===== config.mk =====
export PLATFORM = sky130hd
export DESIGN_NAME = sga_cell
export DESIGN_NICKNAME = d
export VERILOG_FILES = /design/src/design/semiglobal_alignment_unit_assert.svh /design/src/design/sga_pkg.sv /design/src/design/sga_cell.sv
export SDC_FILE = /design/constraint.sdc
export NUM_CORES = 1
export LEC_CHECK = 0
export BUFFER_PORTS_ARGS = -buffer_cell sky130_fd_sc_hd__buf_4
export CORE_UTILIZATION = 52
export CTS_CLUSTER_DIAMETER = 80
export DETAILED_ROUTE_END_ITERATION = 7
export PLACE_DENSITY = 0.77
export SKIP_LAST_GASP = 1
export SYNTH_ARGS = -nofsm -noshare
export SYNTH_HDL_FRONTEND = slang
export SYNTH_SLANG_ARGS = --single-unit

===== constraint.sdc =====
create_clock -name clk -period 6.1 [get_ports clk]
set_clock_uncertainty 0.1 [all_clocks]
set_input_delay 0.305 -clock clk [delete_from_list [all_inputs] [get_ports clk]]
set_output_delay 0.305 -clock clk [all_outputs]
set_load 0.01 [all_outputs]

===== src/design/semiglobal_alignment_unit_assert.svh =====
// Assertion macros for the semiglobal alignment unit.
`ifndef SEMIGLOBAL_ALIGNMENT_UNIT_ASSERT_SVH
`define SEMIGLOBAL_ALIGNMENT_UNIT_ASSERT_SVH

// Same-cycle implication, sampled on clk, off while rst_n is low.
`define SGA_ASSERT_IMP(lbl, ante, cons) \
  lbl: assert property (@(posedge clk) disable iff (!rst_n) (ante) |-> (cons)) \
    else $error("assertion failed");

// Next-cycle implication, sampled on clk, off while rst_n is low.
`define SGA_ASSERT_NXT(lbl, ante, cons) \
  lbl: assert property (@(posedge clk) disable iff (!rst_n) (ante) |=> (cons)) \
    else $error("assertion failed");

`endif


===== src/design/sga_pkg.sv =====
// Shared types and constants of the semiglobal alignment unit.
`default_nettype none
package sga_pkg;

  localparam int SYM_W   = 8;
  localparam int SCORE_W = 7;
  localparam int POS_W   = 6;
  localparam int ERR_W   = 7;

  typedef logic signed [SCORE_W-1:0] score_t;

  typedef enum logic [1:0] {
    OP_LOAD_FIRST  = 2'd0,
    OP_LOAD_SECOND = 2'd1,
    OP_RUN         = 2'd2
  } opcode_t;

  // traceback pointer kept per matrix cell
  typedef enum logic [1:0] {
    DIR_LEFT = 2'd1,
    DIR_UP   = 2'd2,
    DIR_DIAG = 2'd3
  } dir_t;

  // word moving down the cell chain
  typedef struct packed {
    logic               valid;
    logic [SYM_W-1:0]   sym;
    score_t             score;
  } flow_t;

  // one alignment column
  typedef struct packed {
    logic [SYM_W-1:0] top_char;
    logic             top_gap;
    logic [SYM_W-1:0] bot_char;
    logic             bot_gap;
  } col_t;

  typedef enum logic [2:0] {
    ST_IDLE,
    ST_FEED,
    ST_DRAIN,
    ST_SCAN,
    ST_TB_RD,
    ST_TB_EX,
    ST_EMIT
  } state_t;

  typedef enum logic [2:0] {
    PH_END_T,
    PH_END_B,
    PH_CORE,
    PH_TAIL_T,
    PH_TAIL_B
  } phase_t;

  typedef enum logic [1:0] {
    K_TOP_GAP,
    K_BOT_GAP,
    K_CORE
  } kind_t;

endpackage
`default_nettype wire


===== src/design/sga_cell.sv =====
// One row cell of the score chain: a first-string symbol, its running score and row pointers.
`default_nettype none
module sga_cell #(
  parameter int IDX_W = 5
) (
  input  wire logic                     clk,
  input  wire logic                     rst_n,
  input  wire logic                     clr,
  input  wire logic                     load_en,
  input  wire logic [sga_pkg::SYM_W-1:0] load_sym,
  input  wire sga_pkg::flow_t           in_word,
  input  wire logic [IDX_W-1:0]         in_col,
  output sga_pkg::flow_t                out_word_r,
  output logic [IDX_W-1:0]              out_col_r,
  input  wire logic [IDX_W-1:0]         rd_addr,
  output sga_pkg::dir_t                 dir_r,
  output logic [sga_pkg::SYM_W-1:0]     sym_a_r,
  output sga_pkg::score_t               score_r
);

  localparam int DEPTH = 1 << IDX_W;

  sga_pkg::score_t diag_r;
  sga_pkg::dir_t   dmem [DEPTH];

  sga_pkg::score_t bonus, s_diag, s_up, s_left, s1, s_new;
  sga_pkg::dir_t   d1, d_new;

  // cell update: diagonal first, then up, then left on strict gain
  always_comb begin
    bonus  = (sym_a_r == in_word.sym) ? sga_pkg::score_t'(1) : sga_pkg::score_t'(-1);
    s_diag = diag_r + bonus;
    s_up   = in_word.score - sga_pkg::score_t'(1);
    s_left = score_r - sga_pkg::score_t'(1);
    if (s_up > s_diag) begin
      s1 = s_up;
      d1 = sga_pkg::DIR_UP;
    end else begin
      s1 = s_diag;
      d1 = sga_pkg::DIR_DIAG;
    end
    if (s_left > s1) begin
      s_new = s_left;
      d_new = sga_pkg::DIR_LEFT;
    end else begin
      s_new = s1;
      d_new = d1;
    end
  end

  // handshake bit toward the next cell, scores, forwarded symbol and pointer store
  always_ff @(posedge clk) begin
    if (!rst_n || clr) begin
      out_word_r.valid <= 1'b0;
    end else begin
      out_word_r.valid <= in_word.valid;
    end
    if (clr) begin
      score_r <= '0;
      diag_r  <= '0;
    end else if (in_word.valid) begin
      score_r          <= s_new;
      diag_r           <= in_word.score;
      dmem[in_col]     <= d_new;
      out_word_r.sym   <= in_word.sym;
      out_word_r.score <= s_new;
      out_col_r        <= in_col;
    end
    if (load_en) begin
      sym_a_r <= load_sym;
    end
    dir_r <= dmem[rd_addr];
  end

endmodule
`default_nettype wire


## After elaboration in Yosys (flattened, before gate mapping)

Memory sizes are Yosys's and may differ from the RTL's. A register that Yosys moved wholly into a read port is not among the register bits.
Index checks and enable logic that the tools add are counted.

- Flip-flop bits (word level): 43
- RAM bits: 64
- Output and inout bits: 38
- Logic and storage cells: 26
- Memories kept: 1

Memory list:

| name | words | width | rd ports | clocked after Yosys merged registers in | write ports | line | source |
|---|---|---|---|---|---|---|---|
| dmem | 32 | 2 | 1 | 1 | 1 | sga_cell.sv:24 | `sga_pkg::dir_t dmem [DEPTH];` |

- $add $sub $neg: 3
- Magnitude comparators: 2
- Equality and inequality tests: 1
- Multiplexer cells: 8
- Bitwise operators: 1
- Reductions and logical operators: 3

Operator list:

| cell | number |
|---|---|
| 7-bit two-way mux | 3 |
| 7-bit > comparator | 2 |
| 7-bit by 2-bit subtractor with 7-bit output, second input constant | 2 |
| 8-bit equality test | 1 |
| 7-bit adder | 1 |
| 1-bit two-way mux | 4 |
| 2-bit two-way mux | 1 |
| 2-bit AND reduction | 1 |
| 1-bit zero test | 1 |
| 1-bit logical OR | 1 |
| 1-bit NOT | 1 |

## Logic depth before layout (Yosys ltp)

Gate-level depths: netlist of run 1.

- Depth after elaboration: 7
- Gate-level depth with buffers: 26

## Worst setup path after synthesis of run 1

Ideal clock, no wire load.

- Kind: reg2reg
- Start: register sym_a_r[3] in the netlist's numbering
- End: memory dmem[0][0] in the netlist's numbering, data pin
- Setup time: 416 ps
- Arrival: 5332 ps
- Setup slack: 253 ps
- Cell stages (with the launch flop): 24
- Path buffers: 1
- Clock period less this slack: 5847 ps
- Path through: edfxtp_1 -> xnor2_1 -> nand4_1 -> nor2_2 -> inv_1 -> ha_1 -> a21o_1 -> a21oi_1 -> xor2_1 -> ha_1 -> nand4_1 -> o211ai_1 -> maj3_2 -> maj3_2 -> o21a_1 -> buf_6 -> mux2i_1 -> inv_1 -> ha_1 -> o21ai_0 -> nor3_2 -> nand4b_2 -> o221ai_4 -> nand2b_1

- Cells in the longest elaborated chain, start to end: 7

RTL lines:

| item | line | source |
|---|---|---|
| from (decl) | sga_cell.sv:17 | `output logic [sga_pkg::SYM_W-1:0] sym_a_r,` |
| from (signal assigned) | sga_cell.sv:70 | `sym_a_r <= load_sym;` |
| 8-bit equality test (*) | sga_cell.sv:31 | `bonus = (sym_a_r == in_word.sym) ? sga_pkg::score_t'(1) : sga_pkg::score_t'(-1);` |
| 7-bit two-way mux (*) | sga_cell.sv:31 |  |
| 7-bit adder (*) | sga_cell.sv:32 | `s_diag = diag_r + bonus;` |
| 7-bit > comparator | sga_cell.sv:35 | `if (s_up > s_diag) begin` |
| 7-bit two-way mux | sga_cell.sv:35 |  |
| 7-bit > comparator | sga_cell.sv:42 | `if (s_left > s1) begin` |
| 2-bit two-way mux (*) | sga_cell.sv:42 |  |
| via d_new[0] | sga_cell.sv:27 | `sga_pkg::dir_t d1, d_new;` |
| to (decl) | sga_cell.sv:24 |  |

Mark *: on every way through the listed nets, which the timed path passes. The rest lies on a longest branch.

## Final worst setup path of run 1

- Start: register sym_a_r[4] in the netlist's numbering
- End: register score_r[4]

- Cells in the longest elaborated chain, start to end: 7

RTL lines:

| item | line | source |
|---|---|---|
| 8-bit equality test (*) | sga_cell.sv:31 |  |
| 7-bit two-way mux (*) | sga_cell.sv:31 |  |
| 7-bit adder (*) | sga_cell.sv:32 |  |
| 7-bit > comparator | sga_cell.sv:35 |  |
| 7-bit two-way mux (*) | sga_cell.sv:35 |  |
| 7-bit > comparator | sga_cell.sv:42 |  |
| 7-bit two-way mux (*) | sga_cell.sv:42 |  |
| via s_new[4] | sga_cell.sv:26 | `sga_pkg::score_t bonus, s_diag, s_up, s_left, s1, s_new;` |
| to (signal assigned) | sga_cell.sv:62 | `score_r <= s_new;` |
| to (decl) | sga_cell.sv:18 | `output sga_pkg::score_t score_r` |

Marked as above.
A chain may end at the register's enable or synchronous reset.

==> results of run 1 <==
==> per-stage QoR <==
step                hold WS (ns)  instances  power (mW)  cell area (um2)
detailed placement        0.3843        573       2.175             5912
CTS                     0.005565        597       2.618             6187
floorplan                 0.3039        371       1.848             5199
global placement          0.3832        573       2.158             5912
global route            0.004704        598       2.802             6213
finish                   0.01646        598       2.661             6213
==> cell type report <==
cell class	instances	share of cell area (%)
Clock buffer	9	1.994
Clock inverter	7	1.148
Inverter	16	0.9666
Multi-Input combinational cell	237	32.24
Sequential cell	109	49.94
Tap cell	133	2.678
Timing Repair Buffer	87	11.04
==> final timing paths <==
| kind | to | cells after the start | start |
|---|---|---|---|
| setup / recovery | score_r[4] | 25 | sym_a_r[4] |
| hold / removal | out_word_r[12] | 1 | in_word[12] |
| setup reg to reg | score_r[4] | 25 | sym_a_r[4] |
| hold reg to reg | diag_r[5] | 2 | diag_r[5] |
==> metal layers <==
layer	up-vias	wire length, um	GRT usage [%]
li1	1569	-	-
met1	1638	4766	29.25
met2	110	4984	35.31
met3	14	634	4.583
met4	0	192	10.33
met5	-	0	0
==> power groups by stage <==
stage               combinational [mW]  sequential [mW]  clock [mW]
floorplan                        0.659             1.19           0
global placement                 0.994             1.16           0
detailed placement                1.01             1.17           0
CTS                               1.02             1.15       0.445
global route                      1.17             1.16       0.472
finish                            1.08             1.15       0.437
==> flip-flops by register name, summed over array words and instances (netlist names) <==
name and cells:
out_col_r 5, diag_r 7, dmem 64, out_word_r 16
dir_r 2, sym_a_r 8, score_r 7
==> placed cells by master (no fill, tap or decap), types with 8 or more instances in the layout <==
master          n
a21oi_1         9
nand2_1        11
ha_1           16
inv_1          16
mux4_2         20
xor2_1         12
dlygate4sd3_1   8
nor2_1         62
mux2i_1        11
clkbuf_8        9
xnor2_1        14
buf_4          78
dfxtp_1        17
edfxtp_1       92
==> cell families after synthesis <==
group	Yosys count	share of synthesized area, %
and+or+nand+nor	109	9.868
DFF	109	59.69
buffers and inverters	25	1.950
muxes	39	13.02
xor gates and xnor gates	27	4.838
adders and majority gates	19	4.669
AOI/OAI and AO/OA	43	5.969
==> repair_timing <==
action	CTS	global route
hold endpoints to repair	8	0
setup endpoints to repair	0	72
resized for setup	0	2
setup buffers	0	1
hold buffers	8	0
==> out/results.ini, run 1 <==
[outcome]
outcome = complete, no violations

[power]
comb_power_share_pct = 40.4
pwr-share-seq_pct = 43.2
peakVddDrop_uv = 306.0
swShare_pct = 33.74
p_clk_share_pct = 16.4
internal-power_mw = 1.763
switchingPower_uw = 897.9
leakage_nw = 2.283
p_per_area_mw_per_mm2 = 428.3

[drt]
drc = 0
viasPerCell = 5.570
wl_per_cell_um = 17.69
drt_iter0_drc = 139
ant_nets = 0
dr.pass1.iters = 4
routed_wl_mm = 10.58
route.vias.total = 3331

[setup_path]
cp.arrival_ns = 5.79
crit_required_ns = 6.27
r2r_slack_ns = 0.48
slowest_stage = edfxtp_1
crit_top_cell = ha_1
critPathLaunchType = register
crit_type = reg2reg
cp_num_buf_inv = 2
max_stage_delay_ns = 0.43
end_kind = register
critical_path.max_fanout = 15
crit_family = adder cells

[yosys]
synth_cell_types = 48
synth_area_mm2 = 0.005199
synth_common_cells = edfxtp_1 (92), nor2_1 (63), mux4_2 (20)
synth.most_common_cell = edfxtp_1
ys_seq_elements = 109
synth_top_area_share_pct = 53.14
synth.yosys.seq_area_share_pct = 59.69
ys.flop_type = edfxtp_1
yosys.area.top_type = edfxtp_1
syn_nets = 426
ys_top_cells_by_area = edfxtp_1 (53%), mux4_2 (8.7%), dfxtp_1 (6.5%)
netlist_instances = 371
synth_edf_count = 92
ys_warn_count = 0
postSynth.asyncResetShare_pct = 0
syn_area_per_cell_um2 = 14.01

[global_route]
grt_pass1_wl_mm = 17.05
grt_max_degree = 33
antenna_found_initial = 0
track_usage_pct = 22.13
grt_pass1_vias = 3442
grt-ovfl-total = 0

[clock_network]
cts-root-buf = clkbuf_8
cts.sinks = 109
clockBufferDepth = 2
h-tree-depth = 3
cts.clk_slew.worst_paths_ns = 0.10
clock_latency_ns = 0.37
cts_tree = done
cts_buffers = 9

[die]
core-area_mm2 = 0.009729
die_h_um = 102.0
die_area_mm2 = 0.01040
die_w_um = 102.0
io_pins = 76
rows = 36
start_util_pct = 53.43

[cells_and_area]
num_antenna_cells = 0
seq_area_mm2 = 0.003103
final_core_util_pct = 63.86
fill_cells = 772
multi_input_area_mm2 = 0.002003
drive_gt1_share_pct = 29.25
fin_nets = 515
area_growth_pct = 19.52

[placement]
hpwl_mm = 7.628
pre_cts_ws_ns = 0.1745
port-buffer-count = 75
gp_congestion = 0.8853

[timing]
tns_ns = 0
setup_slack_ns = 0.4779
finalSetupViolations = 0
relSlewSlack_pct = 49.12
fmax_mhz = 177.9
period_minus_slack_ns = 5.622
rsz0062_at_grt = false
drv_slew = 0
fin_crit_sh_pct = 92.17
hold_viol = 0
worstMarginPinSlew_ns = 0.7624

[run]
cap_violations = 0

[worst_hold_path]
min_path_type = in2reg

Power figures use the tool's default switching activity.
==> run 2, diff against run 1 <==
--- a/config.mk
+++ b/config.mk
@@ -10,4 +10,5 @@
 export CTS_CLUSTER_DIAMETER = 80
 export DETAILED_ROUTE_END_ITERATION = 7
+export GPL_TIMING_DRIVEN = 0
 export PLACE_DENSITY = 0.77
 export SKIP_LAST_GASP = 1
==> constraint.sdc (replaced) <==
create_clock -name clk -period 6.1 [get_ports clk]
set_clock_uncertainty 0.1 [all_clocks]
set_input_delay 0.305 -clock clk [delete_from_list [all_inputs] [get_ports clk]]
set_output_delay 0.305 -clock clk [all_outputs]
set_load 0.005 [all_outputs]
==> out/results.ini, run 2 (same netlist as run 1, synthesis figures left out) <==
[outcome]
outcome = complete, no violations

[timing]
drv_slew = 0  ; unchanged
fmax_mhz = 171.2  ; -3.7%
hold_viol = 0  ; unchanged
fin_crit_sh_pct = 95.75  ; +3.6 points
tns_ns = 0  ; unchanged
worstMarginPinSlew_ns = 0.7981  ; +0.03572 ns
fin_hold_ws_ns = 0.02421  ; +0.007755 ns
finalSetupViolations = 0  ; unchanged
relSlewSlack_pct = 46.79  ; -2.3 points
period_minus_slack_ns = 5.841  ; +0.2188 ns

[global_route]
grt_max_degree = 33  ; unchanged
antenna_found_initial = 0  ; unchanged
track_usage_pct = 22.55  ; +0.42 points
grt_pass1_wl_mm = 16.95  ; -0.56%
grt_pass1_vias = 3327  ; -3.3%
grt-ovfl-total = 0  ; unchanged

[power]
p_per_area_mw_per_mm2 = 437.5  ; +2.1%
peakVddDrop_uv = 223.3  ; -27%
leakage_nw = 2.328  ; +2.0%
power_mw = 2.773  ; +4.2%

[drt]
viasPerCell = 5.526  ; -0.79%
wl_per_cell_um = 17.98  ; +1.6%
ant_nets = 0  ; unchanged
routed_wl_mm = 11.00  ; +4.0%
dr.pass1.iters = 5  ; +1
route.vias.total = 3382  ; +1.5%
drc = 0  ; unchanged
drt_iter0_drc = 183  ; +32%

[cells_and_area]
reg.largest.list = dmem (64), out_word_r (16), sym_a_r (8)
fin_nets = 529  ; +2.7%
area_growth_pct = 21.93
largest_reg_flops = 64  ; unchanged
max_flop_register = dmem
multi_input_area_mm2 = 0.002063  ; +3.0%
seq_area_mm2 = 0.003103  ; unchanged
mostFrequentLayoutCells = edfxtp_1 (92), buf_4 (80), nor2_1 (62), mux4_2 (20), dfxtp_1 (17)
drive_gt1_share_pct = 30.27  ; +1.0 points
final_core_util_pct = 65.15  ; +1.3 points
fill_cells = 747  ; -3.2%
num_antenna_cells = 0  ; unchanged
mostFrequentLayoutCell = edfxtp_1

[setup_path]
critical_path.max_fanout = 10  ; -5
reg2reg_to = score_r[6]
worstRegToRegCells = 26  ; +4.0%
r2r_slack_ns = 0.26  ; -0.22 ns
crit_required_ns = 6.27  ; about the same
end_kind = register
cp.arrival_ns = 6.01  ; +0.22 ns
critPathLaunchType = register
crit_type = reg2reg
timing.rr.start = sym_a_r[5]

[placement]
hpwl_mm = 7.742  ; +1.5%
port-buffer-count = 73  ; -2.7%
gp_congestion = 0.8691  ; -1.8%

[clock_network]
h-tree-depth = 3  ; unchanged
cts_buffers = 9  ; unchanged
cts_tree = done
cts.sinks = 109  ; unchanged
clockBufferDepth = 2  ; unchanged
cts.clk_slew.worst_paths_ns = 0.09  ; about the same
clock_latency_ns = 0.38  ; about the same
cts-root-buf = clkbuf_8

[die]
core-area_mm2 = 0.009729  ; unchanged
die_h_um = 102.0  ; unchanged
io_pins = 76  ; unchanged
rows = 36  ; unchanged
start_util_pct = 53.43  ; unchanged
die_area_mm2 = 0.01040  ; unchanged
die_w_um = 102.0  ; unchanged

[run]
cap_violations = 0  ; unchanged

[worst_hold_path]
min_from = in_word[12]
min_path_type = in2reg
holdPathStages = 1  ; unchanged
min_to = out_word_r[12]

==> run 2: worst max-delay path by stage <==
stage                      startpoint          end  slack (ns)  cells past startpoint
after CTS                  sym_a_r[4]  dmem[25][1]        0.06                     23
after detailed placement  in_word[11]  dmem[16][0]       -1.25                     25
final                      sym_a_r[5]   score_r[6]        0.26                     26
after global placement    in_word[14]  dmem[17][0]       -1.04                     25
after global routing       sym_a_r[7]   score_r[6]       -0.03                     26
after floorplan            sym_a_r[3]   dmem[0][0]        0.29                     23
==> run 2: timing repair <==
item | in CTS | in global routing
pin swaps | 1 | 3
hold buffers | 8 | 0
hold endpoints to repair | 8 | 0
cloned | 2 | 0
buffers inserted | 3 | 5
endpoints found under the setup margin | 77 | 75
resized for setup | 2 | 6
==> run 2: per-layer routing <==
metal	vias up	GRT usage (%)	routed length, um
met3	15	7.456	957
met4	0	6.813	133
met1	1623	28.58	4440
met2	136	37.02	5472
met5	-	0	0
li1	1608	-	-
==> run 2: stage by stage <==
step	area [um2]	setup slack (ns)	instances
2_1_floorplan	5199	0.2894	371
3_5_place_dp	5943	-1.248	578
5_1_grt	6339	-0.02548	612
6_report	6339	0.2591	612
4_1_cts	6269	0.06111	607
3_3_place_gp	5913	-1.038	577
==> run 2: report_power, final <==
| group | leakage, nW | internal, mW | switching (mW) | total, mW |
|---|---|---|---|---|
| Combinational | 1.26 | 0.501 | 0.711 | 1.21 |
| Clock | 0.0945 | 0.165 | 0.244 | 0.410 |
| Sequential | 0.978 | 1.11 | 0.0379 | 1.15 |
| Total | 2.33 | 1.78 | 0.993 | 2.77 |
==> run 2: area by class of cell <==
class                   count  share of cell area [%]
repair buffers             90                   11.35
clock buffers              11                   2.231
multi-input cells         239                   32.55
inverters                  16                  0.9475
clock inverters             5                  0.6909
flip-flops and latches    109                   48.95
well taps                 133                   2.625
plain buffers               9                  0.6514
==> run 2: critical path, cell delays in order (launching register included) <==
cell,delay (ns)
edfxtp_1,0.42
xnor2_1,0.16
nand4_1,0.18
nor2_4,0.21
inv_2,0.10
ha_1,0.30
a21o_1,0.18
a21oi_1,0.17
xor2_1,0.28
ha_1,0.30
nand4_1,0.09
o211ai_1,0.11
maj3_2,0.31
maj3_2,0.34
o21a_1,0.21
buf_6,0.15
mux2i_2,0.20
inv_1,0.07
ha_1,0.26
o21ai_0,0.09
nor3_2,0.27
buf_4,0.18
nand4b_4,0.16
o221ai_4,0.21
buf_4,0.19
mux2_4,0.31
o21a_1,0.17
==> run 3, diff against run 2 <==
Settings changed: ABC_AREA set to 1, PLACE_DENSITY 0.77 to 0.76.
==> out/results.ini, run 3 <==
[outcome]
outcome = complete, no violations

[cells_and_area]
seq_area_mm2 = 0.003103  ; unchanged
fill_cells = 882  ; +18%
largest_reg_flops = 64  ; unchanged
stdcell_area_mm2 = 0.006596  ; +4.1%
drive_gt1_share_pct = 22.07  ; -8.2 points
reg.largest.list = dmem (64), out_word_r (16), sym_a_r (8)
multi_input_area_mm2 = 0.002148  ; +4.1%
fin_nets = 707  ; +34%
mostFrequentLayoutCell = nand2_1
area_growth_pct = 18.10
num_antenna_cells = 0  ; unchanged
max_flop_register = dmem
mostFrequentLayoutCells = nand2_1 (103), edfxtp_1 (92), buf_4 (75), inv_1 (69), nor2_1 (61)

[global_route]
grt_pass1_vias = 4336  ; +30%
antenna_found_initial = 0  ; unchanged
grt-ovfl-total = 0  ; unchanged
grt_max_degree = 41  ; +24%
grt_busiest_layer = met2
met2_usage_pct = 39.82  ; +2.8 points
grt_util_met3_pct = 3.030  ; -4.4 points
track_usage_pct = 22.63  ; +0.078 points
grt_use_met1_pct = 27.64  ; -0.95 points
grt_pass1_wl_mm = 19.80  ; +17%

[setup_path]
end_kind = register
reg2reg_to = dmem[25][0]
crit_type = reg2reg
crit_top_cell = nand2_1
timing.rr.start = sym_a_r[4]
max_stage_delay_ns = 0.54  ; +0.12 ns
crit_required_ns = 5.91  ; -0.36 ns
critical_path.max_fanout = 40  ; +30
r2r_slack_ns = 0.62  ; +0.36 ns
cp.arrival_ns = 5.29  ; -0.72 ns
slowest_stage = nand3_2
critPathLaunchType = register
worstRegToRegCells = 32  ; +23%

[placement]
gp_congestion = 0.8710  ; +0.22%
port-buffer-count = 73  ; unchanged
hpwl_mm = 8.858  ; +14%
place_area_mm2 = 0.006321  ; +6.4%

[drt]
wl_per_cell_um = 14.99  ; -17%
dr.pass1.iters = 5  ; unchanged
routed_wl_mm = 11.89  ; +8.0%
drc = 0  ; unchanged
viasPerCell = 5.319  ; -3.7%
drt_iter0_drc = 172  ; -6.0%
route.vias.total = 4218  ; +25%
ant_nets = 0  ; unchanged

[clock_network]
cts.sinks = 109  ; unchanged
cts.clk_slew.worst_paths_ns = 0.11  ; +0.02 ns
clock_latency_ns = 0.37  ; about the same
cts_setup_buffers = 0  ; -3
h-tree-depth = 3  ; unchanged
cts-root-buf = clkbuf_8
cts_buffers = 9  ; unchanged
clockBufferDepth = 2  ; unchanged
cts_tree = done

[timing]
finalSetupViolations = 0  ; unchanged
worstMarginPinSlew_ns = 0.6140  ; -0.1841 ns
period_minus_slack_ns = 5.480  ; -0.3606 ns
fmax_mhz = 182.5  ; +6.6%
drv_slew = 0  ; unchanged
tns_ns = 0  ; unchanged
hold_viol = 0  ; unchanged
fin_crit_sh_pct = 89.84  ; -5.9 points
rsz0062_at_grt = false
relSlewSlack_pct = 59.02  ; +12 points

[power]
leakage_nw = 2.807  ; +21%
p_clk_share_pct = 14.3  ; -0.5 points
power_mw = 2.942  ; +6.1%
peakVddDrop_uv = 425.8  ; +91%
p_per_area_mw_per_mm2 = 446.0  ; +1.9%
internal-power_mw = 1.742  ; -2.1%
switchingPower_mw = 1.199  ; +21%
comb_power_share_pct = 44.7  ; +1.0 points
swShare_pct = 40.77  ; +4.9 points
pwr-share-seq_pct = 41.0  ; -0.5 points

[yosys]
ys.flop_type = edfxtp_1
synth_edf_count = 92  ; unchanged
synth_area_mm2 = 0.005585  ; +7.4%
syn_area_per_cell_um2 = 9.992  ; -29%
yosys.area.top_type = edfxtp_1
synth.most_common_cell = nand2_1
postSynth.asyncResetShare_pct = 0  ; unchanged
synth_top_area_share_pct = 49.46  ; -3.7 points
synth_common_cells = nand2_1 (103), edfxtp_1 (92), inv_1 (69)
netlist_instances = 559  ; +51%
synth.yosys.seq_area_share_pct = 55.56  ; -4.1 points
ys_warn_count = 0  ; unchanged
ys_seq_elements = 109  ; unchanged
syn_nets = 614  ; +44%
ys_top_cells_by_area = edfxtp_1 (49%), nand2_1 (6.9%), dfxtp_1 (6.1%)
synth_cell_types = 36  ; -25%

[die]
rows = 37  ; +2.8%
die_area_mm2 = 0.01116  ; +7.3%
die_h_um = 105.6  ; +3.6%
start_util_pct = 53.86  ; +0.43 points
die_w_um = 105.6  ; +3.6%
core-area_mm2 = 0.01037  ; +6.6%
io_pins = 76  ; unchanged

[worst_hold_path]
min_to = out_word_r[9]
min_path_type = in2reg
holdPathStages = 1  ; unchanged
min_from = in_word[9]

[run]
cap_violations = 0  ; unchanged

run 3: changes by cell type in the layout (fill, tap and decap cells not counted), sizes merged, moves of 7 or more:
cell   before  now
mux4       20    0
xnor2      14    7
xor2       12    5
a32oi       0    8
mux2        7    0
nand3       4   60
buf        85   77
a21oi       9   17
inv        18   75
nand2      11  131
run 3: stage by stage:
stage	setup slack [ns]	instances	util (%)	hold WS, ns
global route	0.06106	793	63.61	0.009431
detailed placement	0.1648	769	60.96	0.3803
floorplan	1.294	559	-	0.3039
finish	0.6198	793	63.61	0.02569
global placement	0.3633	768	60.79	0.3749
CTS	0.1223	793	63.56	0.007933
run 3: layer usage:
layer  wire, um  part of all wire (%)
met2       6053                    51
met4        238                   2.0
met3        532                   4.5
met1       5064                    43
met5          0                     0
run 3: worst max-delay path: cells and delay by family, from the launching register on:
family,cells,cell delay [ns]
buffers and inverters,3,0.33
xor gates and xnor gates,2,0.42
AOI/OAI and AO/OA,3,0.45
adders and majority gates,3,1.05
and+or+nand+nor,21,2.20
DFF,1,0.45
run 3: kinds of logic (layout without fill, tap and decap cells):
group / count (synthesis) / count (layout) / synth area share, %
buf+inv: 86 / 184 / 6.115
mux: 8 / 8 / 1.434
fa+ha+maj: 17 / 17 / 3.943
xor+xnor: 12 / 12 / 1.882
flops: 109 / 109 / 55.56
compound gates: 62 / 62 / 7.684
simple gates: 265 / 265 / 23.39
run 3: cell type report:
type | instances | area share [%]
buffer | 15 | 1.138
clock buffer | 9 | 1.878
clock inverter | 7 | 1.005
inverter | 71 | 4.040
multi-input combinational | 364 | 32.57
sequential | 109 | 47.04
tap | 136 | 2.580
timing repair buffer | 82 | 9.750
run 3: repair_timing:
item | CTS | global route
hold buffers | 8 | 0
endpoints found under the setup margin | 0 | 32
hold endpoints to repair | 8 | 0
gates resized for setup | 0 | 1
run 3: power by group through the flow:
stage / Clock (mW) / Sequential, mW / Combinational, mW
after floorplan: 0 / 1.22 / 0.919
after detailed placement: 0 / 1.23 / 1.31
after global placement: 0 / 1.22 / 1.26
final: 0.419 / 1.21 / 1.32
after CTS: 0.427 / 1.21 / 1.31
after global routing: 0.449 / 1.22 / 1.46
run 3: worst max path at each step:
stage | start | to | slack, ns | depth (start not counted)
after CTS | sym_a_r[4] | dmem[25][0] | 0.12 | 32
final | sym_a_r[4] | dmem[25][0] | 0.62 | 32
after detailed placement | in_word[11] | dmem[5][0] | 0.16 | 33
after global routing | sym_a_r[6] | dmem[26][0] | 0.06 | 33
after global placement | in_word[11] | dmem[4][0] | 0.36 | 33
after floorplan | sym_a_r[4] | dmem[0][0] | 1.29 | 32
